`src/rtl/assert_macros.svh`:
```
// assertion helpers shared by the rtl
`ifndef ASSERT_MACROS_SVH
`define ASSERT_MACROS_SVH

// condition holds at every clock edge outside reset
`define ASSERT_ALWAYS(label, clk, rst_n, cond, msg) \
	label: assert property (@(posedge clk) disable iff (!rst_n) (cond)) else $error(msg);

// antecedent in one cycle implies consequent in the next
`define ASSERT_NEXT(label, clk, rst_n, ante, cons, msg) \
	label: assert property (@(posedge clk) disable iff (!rst_n) (ante) |=> (cons)) \
		else $error(msg);

`endif

```
`src/rtl/gtp_pkg.sv`:
```
package gtp_pkg;

	// cosine format
	localparam int COSINE_FRAC_BITS = 30;
	localparam int OUT_FRAC = 24;
	localparam logic signed [31:0] COS_ONE = 32'sd1 <<< COSINE_FRAC_BITS;

	// near limit register
	localparam logic [19:0] LIMIT_RESET = 20'd1074;

	// outcome codes
	localparam logic [1:0] ST_OK = 2'd0;
	localparam logic [1:0] ST_FAR = 2'd1;
	localparam logic [1:0] ST_NEAR_ANTI = 2'd2;
	localparam logic [1:0] ST_ANTI_FAR = 2'd3;

	// chain lengths
	localparam int ROOT_CELLS = 31;
	localparam int DIV_CELLS = 48;

	// output saturation
	localparam logic [47:0] OUT_POS_MAX = 48'h7FFF_FFFF_FFFF;
	localparam logic [47:0] OUT_NEG_MAG = 48'h8000_0000_0000;

	// item travelling through the square root cells
	typedef struct packed {
		logic [61:0] rad;
		logic [35:0] rem;
		logic [30:0] root;
		logic signed [32:0] d_fl;
		logic signed [62:0] num_xi;
		logic signed [63:0] num_eta;
		logic [1:0] status;
	} root_t;

	// item travelling through the divider cells
	typedef struct packed {
		logic [62:0] dm;
		logic [47:0] nsh_x;
		logic [47:0] nsh_e;
		logic [62:0] rem_x;
		logic [62:0] rem_e;
		logic [47:0] q_x;
		logic [47:0] q_e;
		logic ovf_x;
		logic ovf_e;
		logic neg_x;
		logic neg_e;
		logic [1:0] status;
	} div_t;

endpackage

```
`src/rtl/gtp_root_cell.sv`:
```
module gtp_root_cell (
	input  logic             clk,
	input  logic             arst_n,
	input  logic             en,
	input  logic             valid_in,
	input  gtp_pkg::root_t   d_in,
	output logic             valid_out,
	output gtp_pkg::root_t   d_out
);

	logic [35:0] trial;
	gtp_pkg::root_t nxt;

	// one result bit per cell: try (root*4+1) against the remainder
	always_comb begin
		trial = {d_in.rem[33:0], d_in.rad[61:60]} - {3'b000, d_in.root, 2'b01};
		nxt = d_in;
		nxt.rad = {d_in.rad[59:0], 2'b00};
		if (!trial[35]) begin
			nxt.rem = trial;
			nxt.root = {d_in.root[29:0], 1'b1};
		end else begin
			nxt.rem = {d_in.rem[33:0], d_in.rad[61:60]};
			nxt.root = {d_in.root[29:0], 1'b0};
		end
	end

	// valid flag
	always_ff @(posedge clk or negedge arst_n) begin
		if (!arst_n) begin
			valid_out <= 1'b0;
		end else if (en) begin
			valid_out <= valid_in;
		end
	end

	// payload
	always_ff @(posedge clk) begin
		if (en) begin
			d_out <= nxt;
		end
	end

endmodule

```
`config.mk`:
```
export PLATFORM = sky130hd
export DESIGN_NAME = gtp_root_cell
export DESIGN_NICKNAME = d
export VERILOG_FILES = /design/src/rtl/assert_macros.svh /design/src/rtl/gtp_pkg.sv /design/src/rtl/gtp_root_cell.sv
export SDC_FILE = /design/constraint.sdc
export NUM_CORES = 1
export LEC_CHECK = 0
export ABC_AREA = 1
export BUFFER_PORTS_ARGS = -buffer_cell sky130_fd_sc_hd__buf_2
export CAP_MARGIN = 10
export CORE_AREA = 3 3 230 232
export CTS_BUF_LIST = sky130_fd_sc_hd__clkbuf_4 sky130_fd_sc_hd__clkbuf_8 sky130_fd_sc_hd__clkbuf_16
export CTS_CLUSTER_DIAMETER = 100
export CTS_CLUSTER_SIZE = 8
export DETAILED_ROUTE_END_ITERATION = 7
export DIE_AREA = 0 0 233 235
export HOLD_SLACK_MARGIN = 0.15
export SYNTH_ARGS = -nofsm -noshare
export SYNTH_HDL_FRONTEND = slang
export SYNTH_SLANG_ARGS = --single-unit
```
`constraint.sdc`:
```
create_clock -name clk -period 1 [get_ports clk]
set_input_delay 0.05 -clock clk [delete_from_list [all_inputs] [get_ports clk]]
set_output_delay 0.05 -clock clk [all_outputs]
set_load 0.1 [all_outputs]
```
==> Word level (Yosys, flattened, before mapping) <==
Index checks and enable logic that the tools add are counted.
{ "op_classes": {"n_addsub": 1, "n_mul": 0, "div_mod_pow": 0, "order_cmp": 0, "eq_ne": 0, "n_shift": 0, "muxes": 1, "bitwise": 0, "n_reduce_logical": 0} }
{ "ops": {"columns": ["op", "n"], "rows": [
  ["2-to-1 mux 66 bit", 1],
  ["subtractor 36 x 33 -> 36 bit", 1]
]} }
{ "totals": {"regBits": 290, "latchBits": 0, "ramBits": 0, "rom_bits": 0, "input_bits": 295, "output_inout_bits": 292, "wordCells": 11, "memories": 0} }

==> Logic depth before layout (Yosys ltp) <==
{ "depth": {"depth_word": 2, "depth_mapped": 17} }

==> Worst setup path before layout <==
Ideal clock, no wire load.
{ "synth_path": {"path_kind": "input to register", "startpoint": "input port d_in[175] (netlist bit)", "endpoint": "register d_out[226] (netlist bit) (data pin)", "arrival_time_ns": 1.511, "required_time_ns": 0.748, "setup_slack_ns": -0.763, "stages": 15, "path_cell_list": "inv_1 -> ha_1 -> nand2_2 -> inv_2 -> nand2_4 -> inv_1 -> a21oi_2 -> nand3_2 -> nand2_4 -> nand2_4 -> nand2_4 -> nand2_8 -> buf_12 -> nand2_2 -> nand2_2"} }
{ "synth_rtl": {"columns": ["item", "line_no", "source"], "rows": [
  ["start, declared", "gtp_root_cell.sv:6", "input gtp_pkg::root_t d_in,"],
  ["end signal, assigned", "gtp_root_cell.sv:40", "d_out <= nxt;"],
  ["end, declared", "gtp_root_cell.sv:8", "output gtp_pkg::root_t d_out"]
]} }

==> key figures <==
Timing
  – Fin worst setup slack: -0.4948 ns
  – Max Transition Viols Final: 0
  – Fin Hold WS: -0.1385 ns
  – Final worst-path cycle share: 1.495
  – Fin. Hold Viols: 2
  – Final Skew: 0 ns
  – RSZ-0062 raised after global routing: true
  – Tmin final: 1.495 ns
  – F_max: 669.0 MHz
  – Setup violations, final: 327

Setup path
  – Setup CP Type: input port to flip-flop
  – Worst Path Arrival: 1.80 ns
  – Req. time, crit path: 1.31 ns
  – Crit-path max cell delay: 0.27 ns
  – CP max-delay cell: ha_4
  – Startpoint Class: input port
  – Crit path cell chain: buf_8, inv_4, ha_4, nand2_4, inv_4, nand2_4, nor2_4, nand4_1, nand3_4, nand2_8, nand3_4, buf_12, nand2_8, nand2_2, nand2_1
  – Worst Path Buf+Inv: 4
  – Worst Setup End Kind: flip-flop
  – Top fanout value on the critical path: 8
  – Worst path top cell family by delay: simple AND/OR/NAND/NOR gates

Logic synthesis
  – Synth area leader: edfxtp_1
  – Ys flop type: edfxtp_1
  – Synth cell types: 33
  – Register area share after synthesis: 0.7239
  – Number of synthesized flops with an enable pin: 289
  – Yosys top cell area share: 0.7218
  – Area of the mapped netlist: 12,020 um2
  – Ys Warns: 0
  – Largest cells by area after synthesis: edfxtp_1 72%, nand2_1 9.2%, inv_1 3.9%, ha_1 3.3%, nor2_1 1.7%
  – Synth Register Bits: 290
  – Mapped Cells: 960
  – Syn avg cell area: 12.52 um2
  – Ys async rst share: 0.003448

Power
  – Pwr Density: 1718 nW/um2
  – Lkg Pwr: 11.97 nW
  – VDD IR-drop max: 1.072 mV
  – Power, Total: 0.04679 W

Clocking
  – CTS root buffer: clkbuf_16
  – CTS tree: built
  – CTS Buffer Depth: 3
  – Reg clk slew, reported paths: 0.06 ns
  – Clk_lat worst skew: 0.53 ns
  – # clock sinks: 290
  – CTS H-Tree Depth: 2
  – TritonCTS buffer count: 42

Global route
  – Met1 GRT Util: 0.2547
  – Met3 Use GR: 0.05686
  – Global-route usage over all layers: 0.2286
  – Largest net degree at the start of global routing: 52
  – Antenna violations before repair: 14
  – Routing usage on met2: 0.4219
  – First-pass GRT wire length: 89,920 um
  – Most Used Layer, Global Route: met2
  – GRT overflow: 0
  – Vias in the first global route: 12,501

Detailed routing
  – Vias post-DR: 11,669
  – Initial drt markers: 623
  – Routed len/inst: 23.09 um
  – WL final: 64,170 um
  – DRT Pass-1 Iters: 5
  – Vias/cell: 4.199
  – DRC: 0
  – Post-DRT Antenna Nets: 0

Job
  – Max-cap viol count: 0

Finish
  – Non-filler cells, final: 2,779
  – Fin util: 0.5319
  – Most frequent cells in the layout: 309 x buf_12, 294 x dlygate4sd3_1, 289 x edfxtp_1
  – Layout cells sized above 1: 0.5120
  – P&R area growth vs syn: 126.5%
  – Most common cell after layout, fill and taps aside: buf_12
  – Final Instance Area: 27,230 um2
  – Layout Nets: 2,403

Status
  – Failing checks: negative hold slack, negative setup slack
  – Outcome: finished with violations

Placed design
  – Placed instance area: 21,800 um2
  – Routability Congestion: 0.9024
  – Placed insts: 2,376
  – Post-detail-place hpwl: 47,700 um
  – Port Buf Inserts: 582

Die
  – Die Area: 54,760 um2
  – Die width: 233 um
  – Starting Density: 0.2348
  – IO Count: 587
  – Core box area: 51,200 um2
  – FP Rows: 83
  – Die H: 235 um

Hold path
  – Hold crit path type: input port to flip-flop
where the power goes:
part,switching [W],internal [W]
Sequential,0.000905,0.0147
Combinational,0.0112,0.00683
Clock,0.00539,0.00783
cell type report:
type,count,area [um2]
diodes,11,27.53
repair buffers,1067,12080
multi-input cells,544,3860
fillers,4220,23960
flip-flops and latches,290,8707
clock buffers,51,1119
clock inverters,5,71.32
inverters,131,519.2
well taps,680,850.8
routing by layer:
metal / routed length (um) / vias to the layer above
li1: - / 5451
met1: 23420 / 5645
met2: 33950 / 446
met3: 4401 / 117
met4: 2325 / 10
met5: 71 / -
logic make-up (layout without fill, tap and decap cells):
logic type                 count (synthesis)  in the layout  share of synthesized area
adders and majority gates                 32             32                    0.03330
and+or+nand+nor                          438            450                     0.1592
buffers and inverters                    139           1254                    0.04922
xor gates and xnor gates                  19             19                    0.01384
DFF                                      290            290                     0.7239
muxes                                      1              1                  0.0009366
other                                      1             13                  0.0003119
AOI/OAI and AO/OA                         40             40                    0.01925
worst paths after layout:
path / startpoint / to / slack [ns] / depth (start not counted)
max: d_in[177] / d_out[197]$_DFFE_PP_ / -0.49 / 15
min: d_in[201] / d_out[203]$_DFFE_PP_ / -0.14 / 3
max reg2reg: valid_out$_DFFE_PN0P_ / valid_out$_DFFE_PN0P_ / 0.14 / 1
min reg2reg: valid_out$_DFFE_PN0P_ / valid_out$_DFFE_PN0P_ / 0.59 / 1
max in group asynchronous: arst_n / valid_out$_DFFE_PN0P_ / 0.52 / 3
min in group asynchronous: arst_n / valid_out$_DFFE_PN0P_ / 0.37 / 3
stage by stage:
step | setup slack (ns) | TNS, ns | hold WS [ns]
2_1_floorplan | -0.6380 | -22.79 | -0.2456
3_3_place_gp | -1.051 | -37.27 | -0.1747
3_5_place_dp | -1.089 | -38.80 | -0.1720
4_1_cts | -0.3808 | -84.62 | -0.3609
5_1_grt | -0.5193 | -91.89 | -0.1591
6_report | -0.4948 | -77.32 | -0.1385
state kept, by name, indices dropped and copies added (netlist names):
signal	flops
valid_out	1
d_out	289
cell usage after synthesis (6+ instances only):
master,number
a21oi_1,21
edfxtp_1,289
ha_1,32
inv_1,125
inv_2,6
nand2_1,294
nand2_2,28
nand3_1,29
nor2_1,55
o21ai_0,8
xor2_1,18
what timing repair did:
action / 4_1_cts / 5_1_grt
gates resized for setup: 131 / 90
hold endpoints to repair: 520 / 10
setup endpoints to repair: 327 / 356
hold buffers: 285 / 9
cloned: 12 / 0
pin swaps: 71 / 64
setup buffers: 26 / 4
Power figures use the tool's default switching activity.
