File: config.mk
export PLATFORM = sky130hd
export DESIGN_NAME = gtp_div_cell
export DESIGN_NICKNAME = d
export VERILOG_FILES = /design/src/rtl/assert_macros.svh /design/src/rtl/gtp_pkg.sv /design/src/rtl/gtp_div_cell.sv
export SDC_FILE = /design/constraint.sdc
export NUM_CORES = 1
export LEC_CHECK = 0
export BUFFER_PORTS_ARGS = -buffer_cell sky130_fd_sc_hd__buf_2
export CAP_MARGIN = 20
export CORE_AREA = 2 2 304 306
export CTS_CLUSTER_DIAMETER = 30
export CTS_CLUSTER_SIZE = 12
export DETAILED_ROUTE_END_ITERATION = 10
export DIE_AREA = 0 0 306 308
export GPL_ROUTABILITY_DRIVEN = 1
export GPL_TIMING_DRIVEN = 0
export PLACE_DENSITY_LB_ADDON = 0.15
export RECOVER_POWER = 50
export SLEW_MARGIN = 20
export SYNTH_ARGS = -nofsm -noshare
export SYNTH_HDL_FRONTEND = slang
export SYNTH_SLANG_ARGS = --single-unit
File: constraint.sdc
create_clock -name clk -period 1 [get_ports clk]
set_input_delay 0.2 -clock clk [delete_from_list [all_inputs] [get_ports clk]]
set_output_delay 0.2 -clock clk [all_outputs]
set_load 0.02 [all_outputs]
File: src/rtl/assert_macros.svh
// assertion helpers shared by the rtl
`ifndef ASSERT_MACROS_SVH
`define ASSERT_MACROS_SVH

// condition holds at every clock edge outside reset
`define ASSERT_ALWAYS(label, clk, rst_n, cond, msg) \
	label: assert property (@(posedge clk) disable iff (!rst_n) (cond)) else $error(msg);

// antecedent in one cycle implies consequent in the next
`define ASSERT_NEXT(label, clk, rst_n, ante, cons, msg) \
	label: assert property (@(posedge clk) disable iff (!rst_n) (ante) |=> (cons)) \
		else $error(msg);

`endif

File: src/rtl/gtp_pkg.sv
package gtp_pkg;

	// cosine format
	localparam int COSINE_FRAC_BITS = 30;
	localparam int OUT_FRAC = 24;
	localparam logic signed [31:0] COS_ONE = 32'sd1 <<< COSINE_FRAC_BITS;

	// near limit register
	localparam logic [19:0] LIMIT_RESET = 20'd1074;

	// outcome codes
	localparam logic [1:0] ST_OK = 2'd0;
	localparam logic [1:0] ST_FAR = 2'd1;
	localparam logic [1:0] ST_NEAR_ANTI = 2'd2;
	localparam logic [1:0] ST_ANTI_FAR = 2'd3;

	// chain lengths
	localparam int ROOT_CELLS = 31;
	localparam int DIV_CELLS = 48;

	// output saturation
	localparam logic [47:0] OUT_POS_MAX = 48'h7FFF_FFFF_FFFF;
	localparam logic [47:0] OUT_NEG_MAG = 48'h8000_0000_0000;

	// item travelling through the square root cells
	typedef struct packed {
		logic [61:0] rad;
		logic [35:0] rem;
		logic [30:0] root;
		logic signed [32:0] d_fl;
		logic signed [62:0] num_xi;
		logic signed [63:0] num_eta;
		logic [1:0] status;
	} root_t;

	// item travelling through the divider cells
	typedef struct packed {
		logic [62:0] dm;
		logic [47:0] nsh_x;
		logic [47:0] nsh_e;
		logic [62:0] rem_x;
		logic [62:0] rem_e;
		logic [47:0] q_x;
		logic [47:0] q_e;
		logic ovf_x;
		logic ovf_e;
		logic neg_x;
		logic neg_e;
		logic [1:0] status;
	} div_t;

endpackage

File: src/rtl/gtp_div_cell.sv
module gtp_div_cell (
	input  logic            clk,
	input  logic            arst_n,
	input  logic            en,
	input  logic            valid_in,
	input  gtp_pkg::div_t   d_in,
	output logic            valid_out,
	output gtp_pkg::div_t   d_out
);

	logic [63:0] trial_x;
	logic [63:0] trial_e;
	logic [63:0] diff_x;
	logic [63:0] diff_e;
	logic ge_x;
	logic ge_e;
	gtp_pkg::div_t nxt;

	// one restoring step for each lane
	always_comb begin
		trial_x = {d_in.rem_x, d_in.nsh_x[47]};
		trial_e = {d_in.rem_e, d_in.nsh_e[47]};
		diff_x = trial_x - {1'b0, d_in.dm};
		diff_e = trial_e - {1'b0, d_in.dm};
		ge_x = trial_x >= {1'b0, d_in.dm};
		ge_e = trial_e >= {1'b0, d_in.dm};
		nxt = d_in;
		nxt.nsh_x = {d_in.nsh_x[46:0], 1'b0};
		nxt.nsh_e = {d_in.nsh_e[46:0], 1'b0};
		nxt.rem_x = ge_x ? diff_x[62:0] : trial_x[62:0];
		nxt.rem_e = ge_e ? diff_e[62:0] : trial_e[62:0];
		nxt.q_x = {d_in.q_x[46:0], ge_x};
		nxt.q_e = {d_in.q_e[46:0], ge_e};
	end

	// valid flag
	always_ff @(posedge clk or negedge arst_n) begin
		if (!arst_n) begin
			valid_out <= 1'b0;
		end else if (en) begin
			valid_out <= valid_in;
		end
	end

	// payload
	always_ff @(posedge clk) begin
		if (en) begin
			d_out <= nxt;
		end
	end

endmodule

# Yosys cells after proc, flatten, opt, wreduce, memory -nomap -nowiden

Index checks and enable logic that the tools add are counted.

Add/subtract/negate cells: 2
$lt $le $gt $ge: 2
Multiplexer cells: 2

Operators by type and width:

| operator                       | number |
|---|---|
| >= comparator 64 x 63 -> 1 bit | 2 |
| 2-to-1 mux 63 bit              | 2 |
| subtractor 63 bit              | 2 |

Bits in registers: 386
Input port bits: 391
Output and inout port bits: 388

# Logic depth before layout (Yosys ltp)

Gate-level depths: netlist of the first run.

Word-level depth: 2
Depth in mapped cells: 15

# Least setup slack after synthesis of the first run

Ideal clock, no wire load.

Kind: input port to flip-flop
Start: input port d_in[275] (netlist bit)
End: register d_out[160] (netlist bit) (data pin)
Library setup time: 0.260 ns
Arrival time: 2.810 ns
Required time: 0.740 ns
Setup slack: -2.070 ns
Stages on the path: 13
Path buffers: 0
Cell sequence: inv_1 -> ha_1 -> fa_1 -> nand2b_1 -> a21oi_1 -> o2111ai_1 -> a2111o_1 -> o211ai_2 -> a21oi_2 -> o31a_1 -> o41ai_4 -> xnor2_1 -> mux2_4

RTL lines:

| item                 | RTL line           | text |
|---|---|---|
| from (decl)          | gtp_div_cell.sv:6  | `input gtp_pkg::div_t d_in,` |
| to (signal assigned) | gtp_div_cell.sv:48 | `d_out <= nxt;` |
| to (decl)            | gtp_div_cell.sv:8  | `output gtp_pkg::div_t d_out` |

==> results of run 1 <==
## what timing repair did
item | in CTS | in global routing
resized for setup | 851 | 108
hold endpoints to repair | 437 | 2
pin swaps | 51 | 43
cloned | 17 | 0
endpoints found under the setup margin | 683 | 847
buffers inserted | 70 | 21
## cell families after synthesis
| group | Yosys count | synth area share |
|---|---|---|
| AO/OA/AOI/OAI | 517 | 0.1567 |
| AND/OR/NAND/NOR | 401 | 0.09293 |
| flip-flops | 386 | 0.5545 |
| buffers and inverters | 172 | 0.03772 |
| adder cells (fa/ha/maj) | 128 | 0.07737 |
| XOR/XNOR | 115 | 0.04820 |
| multiplexers | 60 | 0.03239 |
| other | 1 | 0.0001795 |
## final timing paths
check | endpoint | slack [ns] | start
max | d_out[160]$_DFFE_PP_ | -1.84 | d_in[324]
min | d_out[324]$_DFFE_PP_ | -0.24 | d_in[324]
max reg2reg | valid_out$_DFFE_PN0P_ | 0.24 | valid_out$_DFFE_PN0P_
min reg2reg | valid_out$_DFFE_PN0P_ | 0.53 | valid_out$_DFFE_PN0P_
max in group asynchronous | valid_out$_DFFE_PN0P_ | 0.50 | arst_n
min in group asynchronous | valid_out$_DFFE_PN0P_ | 0.40 | arst_n
## layout make-up
cell class	count	area, µm²	share of cell area
Antenna cell	10	25.02	0.0006370
Buffer	58	574.3	0.01462
Clock buffer	120	2854	0.07265
Clock inverter	88	1026	0.02612
Inverter	95	425.4	0.01083
Multi-Input combinational cell	1223	10890	0.2773
Sequential cell	386	11590	0.2949
Tap cell	1186	1484	0.03777
Timing Repair Buffer	1268	10420	0.2652
## cell usage in the layout (no fill, tap or decap), drive strengths merged, types with 13 or more instances in the layout
master	count
nand3	30
bufinv	18
clkinvlp	19
xnor2	70
nand2	159
dlygate4sd3	384
nand4	32
and3	13
o21ai	128
clkinv	51
ha	126
nand2b	20
nor3	17
a31oi	17
inv	95
buf	865
o21bai	38
nor2	72
mux2	58
a21oi	162
xor2	45
a21o	64
edfxtp	385
clkbuf	192
## power groups by stage
stage / clock network, mW / logic [mW] / registers [mW]
floorplan: 0 / 5.74 / 23.0
global placement: 0 / 13.8 / 21.0
detailed placement: 0 / 13.8 / 20.8
CTS: 37.0 / 19.4 / 20.8
global route: 37.9 / 20.9 / 20.9
finish: 36.4 / 19.7 / 20.8
## per-layer routing
metal  vias up  share of wire  GRT usage
met5         -         0.0014          0
met4        24          0.032    0.07744
met3       189          0.063    0.05586
met2       740           0.49     0.3757
met1      9958           0.41     0.2613
li1       9502              -          -
## metrics by stage
step | instance area [µm²] | hold slack (ns) | setup slack (ns) | utilization | TNS, ns
6_report | 39280 | -0.2447 | -1.841 | 0.4318 | -451.80
5_1_grt | 39270 | -0.2999 | -1.807 | 0.4316 | -510.77
4_1_cts | 38850 | -0.3057 | -1.773 | 0.4271 | -537.30
3_5_place_dp | 26830 | -0.02076 | -3.430 | 0.2950 | -622.27
3_3_place_gp | 26710 | -0.02147 | -6.766 | 0.2937 | -2815.88
2_1_floorplan | 21360 | -0.09559 | -1.890 | - | -216.20
## worst max-delay path: stages
cell and delay [ns]:
buf_8 0.11, ha_4 0.16, fa_2 0.35, nand2b_4 0.16
a21oi_4 0.20, o2111ai_4 0.25, a2111o_1 0.48, o211ai_4 0.17
a21oi_4 0.12, o31a_1 0.35, o41ai_4 0.32, xnor2_1 0.10
mux2_4 0.26
## sequential cells by signal, indices dropped and copies added (netlist names)
| register | count |
|---|---|
| valid_out | 1 |
| d_out | 385 |
==> flow_summary_export.csv, run 1 <==
group,metric,value,unit
run_status,status,"finished, violations left",
run_status,violations,"hold timing, setup timing",
logic_synthesis,ys.flop_type,"edfxtp_1",
clocking,clock-sinks,386,
floorplanning,ioPinCount,779,
power,switchingPower,22.66,mW
logic_synthesis,synth_cell_types,92,
detailed_routing,ant_nets,0,
global_routing,grt_pass1_wl,150100,µm
floorplanning,core,0.09097,mm²
finish,drive_gt1_frac,0.4565,
min_path,hold_class,"input port to register",
placed_design,place.gp.congestion,0.8523,
logic_synthesis,synth_cells,1780,
clocking,cts_max_level,3,
timing,slew_viol_final,0,
worst_setup_path,arrival,3.27,ns
timing,fin_ws,-1.841,ns
detailed_routing,dr.pass1.iters,5,
clocking,cts_tree,"yes",
power,internal_power,54.21,mW
clocking,clkLatencyLatePin,0.68,ns
logic_synthesis,ys_ff_latch,386,
detailed_routing,detail_route.wl_per_cell,23.98,µm
clocking,cts_buffers,112,
power,cellPowerDensity,1957,mW/mm²
timing,setup_viol,847,
power,total_leakage_power,16.55,nW
worst_setup_path,start_kind,"input port",
timing,worstMarginPinSlew,0.6895,ns
global_routing,grt_max_degree,93,
logic_synthesis,ys_warn_count,0,
clocking,clock_path_buffers,3,
logic_synthesis,yosys.area.top_type_share,0.5533,
detailed_routing,drcViolationCount,0,
finish,fillers,8614,
power,sw_frac_of_total,0.2948,
floorplanning,die_y,308,µm
timing,fmax,352.0,MHz
timing,hold_ws,-0.2447,ns
logic_synthesis,async_flop_share,0.002591,
timing,hold_violations,2,
logic_synthesis,syn_avg_cell_area,11.74,µm²
timing,period_needed,2.841,ns
timing,finalClockSkew,0,ns
worst_setup_path,crit_type,"input port to register",
floorplanning,initial_core_util,0.2297,
worst_setup_path,worst-path-max-fanout,4,
run,maxCapViolCount,0,
detailed_routing,viasPerCell,4.604,
worst_setup_path,worstPathRequired,1.43,ns
logic_synthesis,syn_area,0.02090,mm²
logic_synthesis,yosys.area.top_type,"edfxtp_1",
worst_setup_path,endpoint_kind,"register",
placed_design,hpwl,79220,µm
power,ir_worst_vdd,0.001377,V
logic_synthesis,synth_area_leaders,"edfxtp_1 55%, ha_1 7.5%, a21oi_1 3.8%, xnor2_1 2.9%, mux2_1 2.9%",
floorplanning,die-area,0.09425,mm²
clocking,clk_pin_slew,0.04,ns
placed_design,dp.cells,3745,
power,p_clk_frac,0.473,
power,p_comb_frac,0.256,
power,power,76.87,mW
logic_synthesis,yosys-top-cells-count,"385 x edfxtp_1, 160 x a21oi_1, 157 x nand2_1",
finish,area_growth,88.01,%
global_routing,overflow,0,
logic_synthesis,yosysMostFrequentCell,"edfxtp_1",
floorplanning,die_w,306,µm
timing,slew_headroom,0.5355,
timing,finalCritPeriodShare,2.841,
global_routing,grt_pass1_vias,21671,
finish,final_nets,3663,
min_path,hold_depth,1,
global_routing,antenna_found_initial,26,
placed_design,port-buffer-count,774,
global_routing,grt_usage,0.2177,
detailed_routing,drtIter0Drc,1173,
detailed_routing,dr_total_vias,20413,
timing,rsz0062_at_grt,"true",
worst_setup_path,reg2reg_depth,1,
logic_synthesis,synth_sequential_area_ratio,0.5545,
detailed_routing,drt-total-wl,106300,µm
clocking,ctsRootBufferMaster,"clkbuf_16",
finish,final_cell_count_no_fill,4434,
clocking,holdBufCountCts,385,
logic_synthesis,synth_edf_count,385,
power,seq_power_share,0.270,
floorplanning,num_rows,111,
Note: power is estimated with default switching activity, not from simulation.
==> run 2: changes to the inputs <==
--- a/config.mk
+++ b/config.mk
@@ -7,11 +7,11 @@
 export LEC_CHECK = 0
 export BUFFER_PORTS_ARGS = -buffer_cell sky130_fd_sc_hd__buf_2
 export CAP_MARGIN = 20
-export CORE_AREA = 2 2 304 306
+export CORE_AREA = 2 2 303 305
 export CTS_CLUSTER_DIAMETER = 30
 export CTS_CLUSTER_SIZE = 12
 export DETAILED_ROUTE_END_ITERATION = 10
-export DIE_AREA = 0 0 306 308
+export DIE_AREA = 0 0 305 307
 export GPL_ROUTABILITY_DRIVEN = 1
 export GPL_TIMING_DRIVEN = 0
 export PLACE_DENSITY_LB_ADDON = 0.15
==> flow_summary_export.csv, run 2 (synthesis gave the netlist of run 1 again) <==
group,metric,value,unit
finish,fillers,8796,
floorplanning,initial_core_util,0.2304,
run,maxCapViolCount,0,
finish,drive_gt1_frac,0.4301,
finish,mostFrequentLayoutCells,"708 x buf_2, 385 x edfxtp_1, 385 x dlygate4sd3_1",
floorplanning,die_w,305,µm
clocking,clock_path_buffers,3,
global_routing,antenna_found_initial,25,
finish,final_common_cell,"buf_2",
floorplanning,die_y,307,µm
global_routing,grt_pass1_wl,148000,µm
run_status,status,"finished, violations left",
detailed_routing,drcViolationCount,0,
timing,fin_ws,-1.854,ns
timing,hold_violations,1,
finish,area_growth,79.02,%
finish,fin_area,0.03741,mm²
power,total_leakage_power,15.69,nW
timing,tns,-447.72,ns
finish,final_cell_count_no_fill,4413,
power,cellPowerDensity,1994,mW/mm²
detailed_routing,viasPerCell,4.618,
clocking,clkLatencyLatePin,0.68,ns
detailed_routing,drt-total-wl,106900,µm
global_routing,overflow,0,
detailed_routing,ant_nets,0,
timing,hold_ws,-0.1359,ns
power,p_clk_frac,0.481,
placed_design,port-buffer-count,774,
power,switchingPower,22.06,mW
global_routing,grt_pass1_vias,21028,
worst_setup_path,worstPathRequired,1.41,ns
worst_setup_path,crit_type,"input port to register",
clocking,cts_max_level,3,
worst_setup_path,start_kind,"input port",
placed_design,dp.cells,3745,
finish,top_regs,"d_out (385), valid_out (1)",
timing,fmax,350.4,MHz
detailed_routing,drtIter0Drc,1199,
timing,setup_viol,863,
power,internal_power,52.55,mW
worst_setup_path,worst-path-max-fanout,3,
timing,period_needed,2.854,ns
global_routing,grt_usage,0.2174,
power,sw_frac_of_total,0.2957,
timing,slew_headroom,0.4030,
worst_setup_path,endpoint_kind,"register",
timing,rsz0062_at_grt,"true",
finish,largest-register,"d_out",
clocking,cts_buffers,108,
clocking,cts_tree,"yes",
timing,slew_viol_final,0,
min_path,hold_class,"input port to register",
run_status,violations,"hold timing, setup timing",
placed_design,place.gp.congestion,0.8660,
timing,finalClockSkew,0,ns
floorplanning,core,0.09069,mm²
clocking,ctsRootBufferMaster,"clkbuf_16",
clocking,clock-sinks,386,
detailed_routing,dr.pass1.iters,5,
power,p_comb_frac,0.244,
clocking,clk_pin_slew,0.04,ns
worst_setup_path,arrival,3.26,ns
timing,worstMarginPinSlew,0.8954,ns
floorplanning,ioPinCount,779,
finish,final_nets,3647,
detailed_routing,dr_total_vias,20379,
power,seq_power_share,0.275,
timing,finalCritPeriodShare,2.854,
clocking,holdBufCountCts,385,
floorplanning,die-area,0.09364,mm²
global_routing,grt_max_degree,105,
placed_design,hpwl,81180,µm
floorplanning,num_rows,111,
detailed_routing,detail_route.wl_per_cell,24.21,µm
power,ir_worst_vdd,0.001424,V
finish,largest_reg_flops,385,
placed_design,dpl_cell_area,0.02683,mm²
run 2: critical path, cell delays in order:
cell,delay (ns)
buf_12,0.10
inv_12,0.03
ha_4,0.15
fa_2,0.37
nand2b_4,0.16
a21oi_4,0.20
o2111ai_4,0.23
a2111o_1,0.48
o211ai_4,0.16
a21oi_4,0.12
o31a_1,0.35
o41ai_4,0.32
xnor2_1,0.11
mux2_4,0.26
run 2: final timing paths:
path	depth (start not counted)	slack (ns)	end	startpoint
setup / recovery	14	-1.85	d_out[160]$_DFFE_PP_	d_in[275]
hold / removal	3	-0.14	d_out[102]$_DFFE_PP_	d_in[275]
setup reg to reg	1	0.26	valid_out$_DFFE_PN0P_	valid_out$_DFFE_PN0P_
hold reg to reg	1	0.51	valid_out$_DFFE_PN0P_	valid_out$_DFFE_PN0P_
max in group asynchronous	3	0.49	valid_out$_DFFE_PN0P_	arst_n
min in group asynchronous	3	0.40	valid_out$_DFFE_PN0P_	arst_n
run 2: final cells by class:
| type | count | area (µm²) | share of cell area |
|---|---|---|---|
| Timing Repair Buffer | 1253 | 8917 | 0.2384 |
| Buffer | 61 | 689.4 | 0.01843 |
| Sequential cell | 386 | 11590 | 0.3097 |
| Clock inverter | 86 | 1079 | 0.02883 |
| Inverter | 95 | 419.2 | 0.01121 |
| Clock buffer | 116 | 2733 | 0.07305 |
| Antenna cell | 7 | 17.52 | 0.0004683 |
| Multi-Input combinational cell | 1223 | 10480 | 0.2802 |
| Tap cell | 1186 | 1484 | 0.03967 |
run 2: routing by layer:
metal,vias up,share of wire,global-route usage
met5,-,0.0019,0
met4,30,0.034,0.08047
met3,181,0.071,0.05989
met2,781,0.50,0.3760
met1,9928,0.40,0.2566
li1,9459,-,-
run 2: metrics by stage:
stage               utilization  setup slack [ns]  power, mW
global route             0.4123            -1.849      77.49
floorplan                     -            -1.890      28.76
CTS                      0.4017            -1.794      74.50
global placement         0.2946            -6.775      34.86
finish                   0.4125            -1.854      74.61
detailed placement       0.2959            -3.499      34.66
run 2: repair_timing:
item / in CTS / in global routing
setup endpoints to repair: 597 / 600
buffers inserted: 53 / 27
pin swaps: 41 / 43
gates cloned: 7 / 5
hold endpoints to repair: 408 / 25
resized for setup: 296 / 202
run 2: power by group through the flow:
stage / clock, mW / combinational, mW / sequential, mW
2_1_floorplan: 0 / 5.74 / 23.0
3_3_place_gp: 0 / 13.9 / 21.0
3_5_place_dp: 0 / 13.9 / 20.8
4_1_cts: 36.6 / 17.4 / 20.6
5_1_grt: 37.5 / 19.3 / 20.7
6_report: 35.9 / 18.2 / 20.5
==> run 3: changes to the inputs <==
--- a/config.mk
+++ b/config.mk
@@ -5,7 +5,7 @@
 export SDC_FILE = /design/constraint.sdc
 export NUM_CORES = 1
 export LEC_CHECK = 0
-export BUFFER_PORTS_ARGS = -buffer_cell sky130_fd_sc_hd__buf_2
+export BUFFER_PORTS_ARGS = -buffer_cell sky130_fd_sc_hd__buf_4
 export CAP_MARGIN = 20
 export CORE_AREA = 2 2 303 305
 export CTS_CLUSTER_DIAMETER = 30
@@ -16,6 +16,7 @@
 export GPL_TIMING_DRIVEN = 0
 export PLACE_DENSITY_LB_ADDON = 0.15
 export RECOVER_POWER = 50
+export SETUP_SLACK_MARGIN = 0.1
 export SLEW_MARGIN = 20
 export SYNTH_ARGS = -nofsm -noshare
 export SYNTH_HDL_FRONTEND = slang
==> flow_summary_export.csv, run 3 (synthesis gave the netlist of run 1 again) <==
group,metric,value,unit
finish,final_nets,3692,
min_path,hold_class,"input port to register",
global_routing,overflow,0,
detailed_routing,ant_nets,0,
finish,area_growth,98.23,%
worst_setup_path,arrival,3.34,ns
global_routing,grt_pass1_vias,21006,
timing,fmax,338.3,MHz
worst_setup_path,start_kind,"input port",
placed_design,place.gp.congestion,0.8688,
power,total_leakage_power,17.39,nW
clocking,clkLatencyLatePin,0.66,ns
min_path,hold_depth,3,
power,cellPowerDensity,1897,mW/mm²
worst_setup_path,reg2reg_depth,1,
clocking,ctsRootBufferMaster,"clkbuf_16",
floorplanning,initial_core_util,0.2304,
worst_setup_path,crit_type,"input port to register",
clocking,clock_path_buffers,3,
worst_setup_path,worstPathRequired,1.38,ns
placed_design,hpwl,81690,µm
detailed_routing,dr_total_vias,20688,
finish,top_regs,"d_out (385), valid_out (1)",
worst_setup_path,worst-path-max-fanout,4,
finish,final_common_cell,"buf_6",
floorplanning,num_rows,111,
floorplanning,core,0.09069,mm²
worst_setup_path,endpoint_kind,"register",
run,maxCapViolCount,0,
detailed_routing,dr.pass1.iters,7,
timing,finalClockSkew,0,ns
run_status,status,"finished, violations left",
timing,hold_violations,1,
placed_design,pre_cts_slack,-3.413,ns
detailed_routing,drt-total-wl,108900,µm
timing,period_needed,2.956,ns
clocking,holdBufCountCts,384,
finish,largest-register,"d_out",
floorplanning,die_y,307,µm
timing,worstMarginPinSlew,1.153,ns
power,ir_worst_vdd,0.001324,V
finish,drive_gt1_frac,0.4578,
clocking,cts_buffers,113,
global_routing,grt_usage,0.2175,
global_routing,grt_pass1_wl,148500,µm
floorplanning,ioPinCount,779,
timing,finalCritPeriodShare,2.956,
clocking,clk_pin_slew,0.05,ns
timing,rsz0062_at_grt,"true",
floorplanning,die-area,0.09364,mm²
clocking,cts_max_level,3,
placed_design,port-buffer-count,774,
timing,slew_headroom,0.2316,
timing,setup_viol,875,
clocking,clock-sinks,386,
timing,slew_viol_final,0,
finish,fillers,8375,
finish,largest_reg_flops,385,
detailed_routing,viasPerCell,4.635,
detailed_routing,detail_route.wl_per_cell,24.41,µm
timing,fin_ws,-1.956,ns
floorplanning,die_w,305,µm
global_routing,antenna_found_initial,13,
detailed_routing,drtIter0Drc,1499,
clocking,cts_tree,"yes",
detailed_routing,drcViolationCount,0,
finish,mostFrequentLayoutCells,"400 x buf_6, 385 x edfxtp_1, 384 x dlygate4sd3_1",
run_status,violations,"hold timing, setup timing",
global_routing,grt_max_degree,104,
timing,hold_ws,-0.1253,ns
-- run 3: path summary, 6_finish.rpt --
kind	to	slack [ns]	from
setup / recovery	d_out[155]$_DFFE_PP_	-1.96	d_in[326]
setup reg to reg	valid_out$_DFFE_PN0P_	0.24	valid_out$_DFFE_PN0P_
max in group asynchronous	valid_out$_DFFE_PN0P_	0.46	arst_n
min in group asynchronous	valid_out$_DFFE_PN0P_	0.43	arst_n
hold / removal	d_out[102]$_DFFE_PP_	-0.13	d_in[275]
hold reg to reg	valid_out$_DFFE_PN0P_	0.54	valid_out$_DFFE_PN0P_
-- run 3: layer usage --
layer	track usage	share of wire	up-vias
met5	0	0.00053	-
met4	0.06205	0.032	10
met3	0.05548	0.071	150
met2	0.3889	0.50	807
met1	0.2560	0.39	10143
li1	-	-	9578
-- run 3: repair_timing --
action,4_1_cts,5_1_grt
setup buffers,65,39
pin swaps,64,56
gates cloned,7,12
resized for setup,313,612
endpoints found under the hold margin,409,26
endpoints found under the setup margin,690,690
-- run 3: layout make-up --
type,count,area [µm²],area share
Tap cell,1186,1484,0.03583
Inverter,95,447.9,0.01081
Clock inverter,85,1061,0.02562
Multi-Input combinational cell,1223,10720,0.2588
Sequential cell,386,11590,0.2797
Antenna cell,9,22.52,0.0005437
Buffer,73,719.4,0.01737
Timing Repair Buffer,1281,12480,0.3014
Clock buffer,125,2894,0.06987
-- run 3: critical path, cell delays in order --
cell	delay [ns]
clkbuf_1	0.12
inv_1	0.08
ha_1	0.39
nand3_1	0.20
o21bai_2	0.30
a21oi_2	0.35
nand4b_1	0.17
buf_4	0.15
a2111oi_4	0.07
buf_4	0.19
o41ai_4	0.20
buf_4	0.20
nor2_2	0.07
o21bai_1	0.21
xnor2_1	0.10
mux2_1	0.34
-- run 3: power by group --
part | internal (mW) | leakage (nW) | switching, mW
combinational | 10.1 | 11.7 | 10.7
sequential | 20.1 | 3.78 | 0.879
clock | 25.6 | 1.89 | 11.2
total | 55.8 | 17.4 | 22.8
-- run 3: per-stage QoR --
stage	power (mW)	TNS, ns	utilization	cell area [µm²]	cells
2_1_floorplan	28.76	-216.20	-	21360	1781
6_report	78.56	-477.76	0.4567	41420	4463
3_5_place_dp	36.07	-565.56	0.3172	28770	3745
3_3_place_gp	36.12	-1710.11	0.3159	28650	3741
5_1_grt	81.47	-530.82	0.4565	41400	4456
4_1_cts	76.54	-404.19	0.4266	38690	4408
